===== src/sv/ppi_pkg.sv =====
// shared types, widths and codes for the plane primitive intersection block
`default_nettype none
package ppi_pkg;

  localparam int COORD_W    = 32;
  localparam int NORM_W     = 16;
  localparam int OFFSET_W   = 32;
  localparam int EPS_W      = 31;
  localparam int LIM_W      = 30;
  localparam int CFG_DATA_W = 32;
  localparam int CFG_IDX_W  = 3;

  localparam int PROD_W    = COORD_W + NORM_W;
  localparam int ACC_BASE  = (COORD_W > OFFSET_W) ? COORD_W : OFFSET_W;
  localparam int DIST_W    = ACC_BASE + NORM_W + 2;
  localparam int FRAC_UP   = NORM_W - 1;
  localparam int CROSS_W   = 2 * NORM_W;
  localparam int XP_W      = CROSS_W + 1;
  localparam int SQ_W      = 2 * XP_W;
  localparam int LEN_W     = SQ_W + 2;
  localparam int LIM_SHIFT = 4 * (NORM_W - 1) - LIM_W;

  typedef logic signed [COORD_W-1:0]  coord_t;
  typedef logic signed [NORM_W-1:0]   norm_t;
  typedef logic signed [OFFSET_W-1:0] offset_t;
  typedef logic        [EPS_W-1:0]    eps_t;
  typedef logic        [LIM_W-1:0]    lim_t;
  typedef logic signed [PROD_W-1:0]   prod_t;
  typedef logic signed [DIST_W-1:0]   dist_t;
  typedef logic signed [CROSS_W-1:0]  cross_t;
  typedef logic signed [XP_W-1:0]     xp_t;
  typedef logic signed [SQ_W-1:0]     sq_t;
  typedef logic        [LEN_W-1:0]    len_t;

  typedef logic [1:0] req_t;
  typedef logic [1:0] loc_t;

  localparam req_t REQ_POINT    = 2'd0;
  localparam req_t REQ_TRIANGLE = 2'd1;
  localparam req_t REQ_BOX      = 2'd2;
  localparam req_t REQ_PLANE    = 2'd3;

  localparam loc_t LOC_BACK  = 2'd0;
  localparam loc_t LOC_ON    = 2'd1;
  localparam loc_t LOC_FRONT = 2'd2;

  localparam logic [CFG_IDX_W-1:0] CFG_NORMAL_X     = 3'd0;
  localparam logic [CFG_IDX_W-1:0] CFG_NORMAL_Y     = 3'd1;
  localparam logic [CFG_IDX_W-1:0] CFG_NORMAL_Z     = 3'd2;
  localparam logic [CFG_IDX_W-1:0] CFG_PLANE_OFFSET = 3'd3;
  localparam logic [CFG_IDX_W-1:0] CFG_EPSILON      = 3'd4;
  localparam logic [CFG_IDX_W-1:0] CFG_PARALLEL_LIM = 3'd5;

  localparam norm_t   RST_NORMAL_X = norm_t'((1 << (NORM_W - 1)) - 1);
  localparam norm_t   RST_NORMAL_Y = '0;
  localparam norm_t   RST_NORMAL_Z = '0;
  localparam offset_t RST_OFFSET   = '0;
  localparam eps_t    RST_EPSILON  = eps_t'(66);
  localparam lim_t    RST_LIMIT    = lim_t'(1);

  // stage enables for one distance lane
  typedef struct packed {
    logic en_mul;
    logic en_sum;
  } lane_ctl_t;

endpackage
`default_nettype wire


===== src/sv/ppi_dist_lane.sv =====
// one signed distance lane: three normal products, then offset plus product sum
`default_nettype none
module ppi_dist_lane (
  input  wire                 clk,
  input  ppi_pkg::lane_ctl_t  ctl_i,
  input  ppi_pkg::norm_t      nx_i,
  input  ppi_pkg::norm_t      ny_i,
  input  ppi_pkg::norm_t      nz_i,
  input  ppi_pkg::offset_t    offset_i,
  input  ppi_pkg::coord_t     px_i,
  input  ppi_pkg::coord_t     py_i,
  input  ppi_pkg::coord_t     pz_i,
  output ppi_pkg::dist_t      dist_o
);
  import ppi_pkg::*;

  prod_t px_r, py_r, pz_r;
  prod_t px_nxt, py_nxt, pz_nxt;
  dist_t dist_r, dist_nxt;

  always_comb begin
    px_nxt = prod_t'(nx_i) * prod_t'(px_i);
    py_nxt = prod_t'(ny_i) * prod_t'(py_i);
    pz_nxt = prod_t'(nz_i) * prod_t'(pz_i);
  end

  always_comb begin
    dist_nxt = (dist_t'(offset_i) <<< FRAC_UP) + dist_t'(px_r) + dist_t'(py_r)
             + dist_t'(pz_r);
  end

  always_ff @(posedge clk) begin
    if (ctl_i.en_mul) begin
      px_r <= px_nxt;
      py_r <= py_nxt;
      pz_r <= pz_nxt;
    end
    if (ctl_i.en_sum) begin
      dist_r <= dist_nxt;
    end
  end

  assign dist_o = dist_r;

endmodule
`default_nettype wire


===== config.mk =====
export PLATFORM = sky130hd
export DESIGN_NAME = ppi_dist_lane
export DESIGN_NICKNAME = d
export VERILOG_FILES = /design/src/sv/ppi_pkg.sv /design/src/sv/ppi_dist_lane.sv
export SDC_FILE = /design/constraint.sdc
export NUM_CORES = 2
export LEC_CHECK = 0
export BUFFER_PORTS_ARGS = -buffer_cell sky130_fd_sc_hd__buf_2
export CORE_MARGIN = 2
export CORE_UTILIZATION = 56
export DETAILED_ROUTE_END_ITERATION = 6
export GPL_TIMING_DRIVEN = 0
export HOLD_SLACK_MARGIN = 0.06
export PLACE_DENSITY = 0.76
export SLEW_MARGIN = 20
export SYNTH_ARGS = -nofsm -noshare
export SYNTH_HDL_FRONTEND = slang
export SYNTH_SLANG_ARGS = --single-unit

===== constraint.sdc =====
create_clock -name clk -period 6.2 [get_ports clk]
set_input_delay 0.62 -clock clk [delete_from_list [all_inputs] [get_ports clk]]
set_output_delay 0.62 -clock clk [all_outputs]
set_load 0.02 [all_outputs]

==> metrics.csv <==
metric,value,unit
status,"complete, but fails checks",
violations in the final reports,negative setup slack,
min setup slack post-route,-0.4895,ns
GRT Resource Usage Total,0.3336,
row count,123,
Max Fclk,149.5,MHz
fraction of layout instances using a drive strength above 1,0.1612,
antenna violations before repair,15,
worst-path fanout max,8,
Initial DRT Pass Iterations,5,
final critical path time including I/O delays and setup,6.689,ns
final-report max-slew violation count,0,
number of nets in the layout,9227,
routed len/inst,22.22,um
total clock sinks,194,
number of buffers inserted by port buffering,228,
die area,115700,um^2
distinct cell type count after synthesis,88,
clock tree root driver cell,clkbuf_16,
number of design-rule violations left by the first detailed-router iteration,4280,
number of enable flip-flop cells after synthesis,194,
GRT met2 Usage,0.5291,
Max-slew headroom,0.4652,
maximum root-to-sink buffer count,2,
final weighted congestion of routability-driven global placement,0.9908,
synthesized net count,8763,
# Max-Cap Violations,0,
total of warnings raised by yosys,0,
global-route track usage on met1,0.4422,
average instance area after synthesis,9.528,um^2
area inside the core boundary,112300,um^2
path type of the worst setup path,primary input to flip-flop,
top cell type's share of synthesized area,0.4876,
met3 Usage GRT,0.06250,
estimated wirelength of the detail-placed design,156000,um
signed area change from the synthesized netlist to the final layout,17.59,%
unrepaired setup endpoints after global routing,true,
end point of the critical path,py_r[45]$_DFFE_PP_,
area of the mapped netlist,63270,um^2
vias after detailed routing,48520,
final hold vios,0,
clock transition at the registers of the reported paths,0.07,ns
ys flop type,edfxtp_1,
total of flip-flops plus latches after synthesis,194,
number of global-route vias before repair,51530,
worst-skew pair later-pin latency,0.46,ns
startpoint of the tightest hold check path,ctl_i[1],
post-route ant nets,0,
Reg2Reg Launch Point,px_r[1]$_DFFE_PP_,
Clock H-tree levels,4,
die width,340.1,um
Gate Count Post-Synth,6640,
drt total wl,191700,um
crit path DAT,6.87,ns
path category of the worst min-delay check,primary input to flip-flop,
post-placement worst setup slack,-2.249,ns
largest net degree at the start of global routing,109,
clock skew,0.01382,ns
WP data required,6.38,ns
origin of the worst setup path,ny_i[12],
Die Ht,340.1,um
setup slack of the most critical reg-to-reg path,0.51,ns
number of vias per cell,5.626,
capturing element type of the critical path,flip-flop,
Final Cycle Share,1.079,
number of hold-repair buffers added at the cts stage,0,
post-synthesis cell type with the largest combined area,fa_1,
Ports,229,
Register-to-Register Path Depth,14,
kind of start point of the critical path,primary input,
starting density of the core,0.5631,
slew at the pin closest to its max-slew limit,0.7964,ns
most area-consuming cells after synthesis,"fa_1 (49%), inv_1 (9.6%), edfxtp_1 (9.2%)",
highest-utilization routing layer at the global route stage,met2,
first-pass GRT wire length,293000,um
ys async rst share,0,
final count of negative-setup-slack endpoints,36,
end of the worst register-to-register path,dist_o[42]$_DFFE_PP_,
fraction of the yosys area taken by sequential cells,0.09208,
grt ovf,0,
TritonCTS clock tree,done,
CTS buffer count,17,
Remaining DRCs,0,
[sequential cells by signal (all words and copies together), names as in the netlist]
name	flops
dist_o	50
px_r	48
py_r	48
pz_r	48
[stage by stage]
step / TNS [ns] / util / hold slack (ns) / instances / cell area (um^2)
floorplan: -0.8557 / - / 0.6803 / 6640 / 63920
global placement: -90.66 / 0.5958 / 0.7882 / 8368 / 66940
detailed placement: -93.47 / 0.5961 / 0.7987 / 8369 / 66970
CTS: -6.843 / 0.6409 / 0.5557 / 8516 / 72010
global route: -11.62 / 0.6621 / 0.5468 / 8623 / 74390
finish: -6.017 / 0.6622 / 0.5482 / 8625 / 74390
[per-layer routing]
metal,up-vias,wire [um]
met4,2,12710
met3,655,18600
met2,2474,89250
met1,24800,71100
li1,20600,-
met5,-,12
[logic make-up after synthesis]
logic type / share of synthesized area
AO/OA/AOI/OAI: 0.05717
XOR/XNOR: 0.02589
buffers and inverters: 0.1124
AND/OR/NAND/NOR: 0.1447
multiplexers: 0.0004747
flip-flops: 0.09208
adder cells (fa/ha/maj): 0.5673
[synthesized netlist by cell type, types with 13 or more instances]
cell type	instances
ha_1	403
nor2b_1	27
edfxtp_1	194
a21oi_1	155
a31oi_1	13
xnor2_1	135
o21a_1	29
fa_1	1541
nand2b_1	41
a21o_1	94
nor3_1	20
a211oi_1	20
xor2_1	52
o21bai_1	25
and2_1	626
nand2_1	909
and3_1	17
o21ai_0	77
nor2_1	157
clkbuf_1	253
inv_1	1624
nand3_1	31
nand4_1	18
[worst max-delay path: stages]
cell and delay [ns]:
buf_12 0.10, clkbuf_16 0.15, and2_4 0.14, fa_1 0.56
inv_2 0.04, fa_1 0.51, inv_2 0.05, fa_2 0.58
fa_2 0.45, fa_1 0.53, inv_2 0.04, fa_2 0.57
inv_2 0.06, ha_4 0.16, a21o_1 0.15, a21o_1 0.19
a2111oi_4 0.43, nor4_4 0.11, nor3_4 0.20, a211o_1 0.23
buf_6 0.13, nand3_4 0.06, a221o_1 0.43, a21oi_4 0.23
xnor2_4 0.13
[cell type report]
type / count / area [um^2]
timing repair buffer: 456 / 3889
clock buffer: 18 / 429.2
buffer: 251 / 3553
tap: 1500 / 1877
timing repair inverter: 1 / 8.758
inverter: 1626 / 6127
sequential: 194 / 5826
multi-input combinational: 4557 / 52540
clock inverter: 14 / 126.4
fill: 8585 / 37950
antenna: 8 / 20.02
[worst min path at each step]
stage | to | slack, ns | cells after the start
after detailed placement | dist_o[0]$_DFFE_PP_ | 0.80 | 3
after global placement | dist_o[0]$_DFFE_PP_ | 0.79 | 3
after floorplan | dist_o[1]$_DFFE_PP_ | 0.68 | 2
after CTS | pz_r[0]$_DFFE_PP_ | 0.56 | 1
final | pz_r[0]$_DFFE_PP_ | 0.55 | 1
after global routing | pz_r[0]$_DFFE_PP_ | 0.55 | 1
[cells in the final DEF, fill, tap and decap left out, types with 19 or more instances in the layout]
cell	n
inv_1	1575
fa_1	1464
nand2_1	883
and2_1	588
ha_1	351
buf_4	212
edfxtp_1	194
nor2_1	143
buf_2	137
a21oi_1	118
xnor2_1	117
a21o_1	94
clkbuf_16	90
buf_6	83
fa_2	77
o21ai_0	56
buf_8	49
inv_2	48
xor2_1	46
ha_4	44
nand2b_1	40
clkbuf_8	40
and2_4	38
clkbuf_4	32
buf_12	32
a21oi_2	29
o21a_1	28
nor2b_1	27
clkbuf_1	26
nand3_1	24
o21bai_1	24
clkbuf_2	23
nand2_2	19
[repair_timing]
item | 4_1_cts | 5_1_grt
setup buffers | 118 | 102
endpoints found under the setup margin | 84 | 63
pin swaps | 140 | 218
gates resized for setup | 826 | 492
cloned | 3 | 8
Power is not shown: default switching activity piles up to over one toggle a cycle in this logic, so the estimate is an artifact.
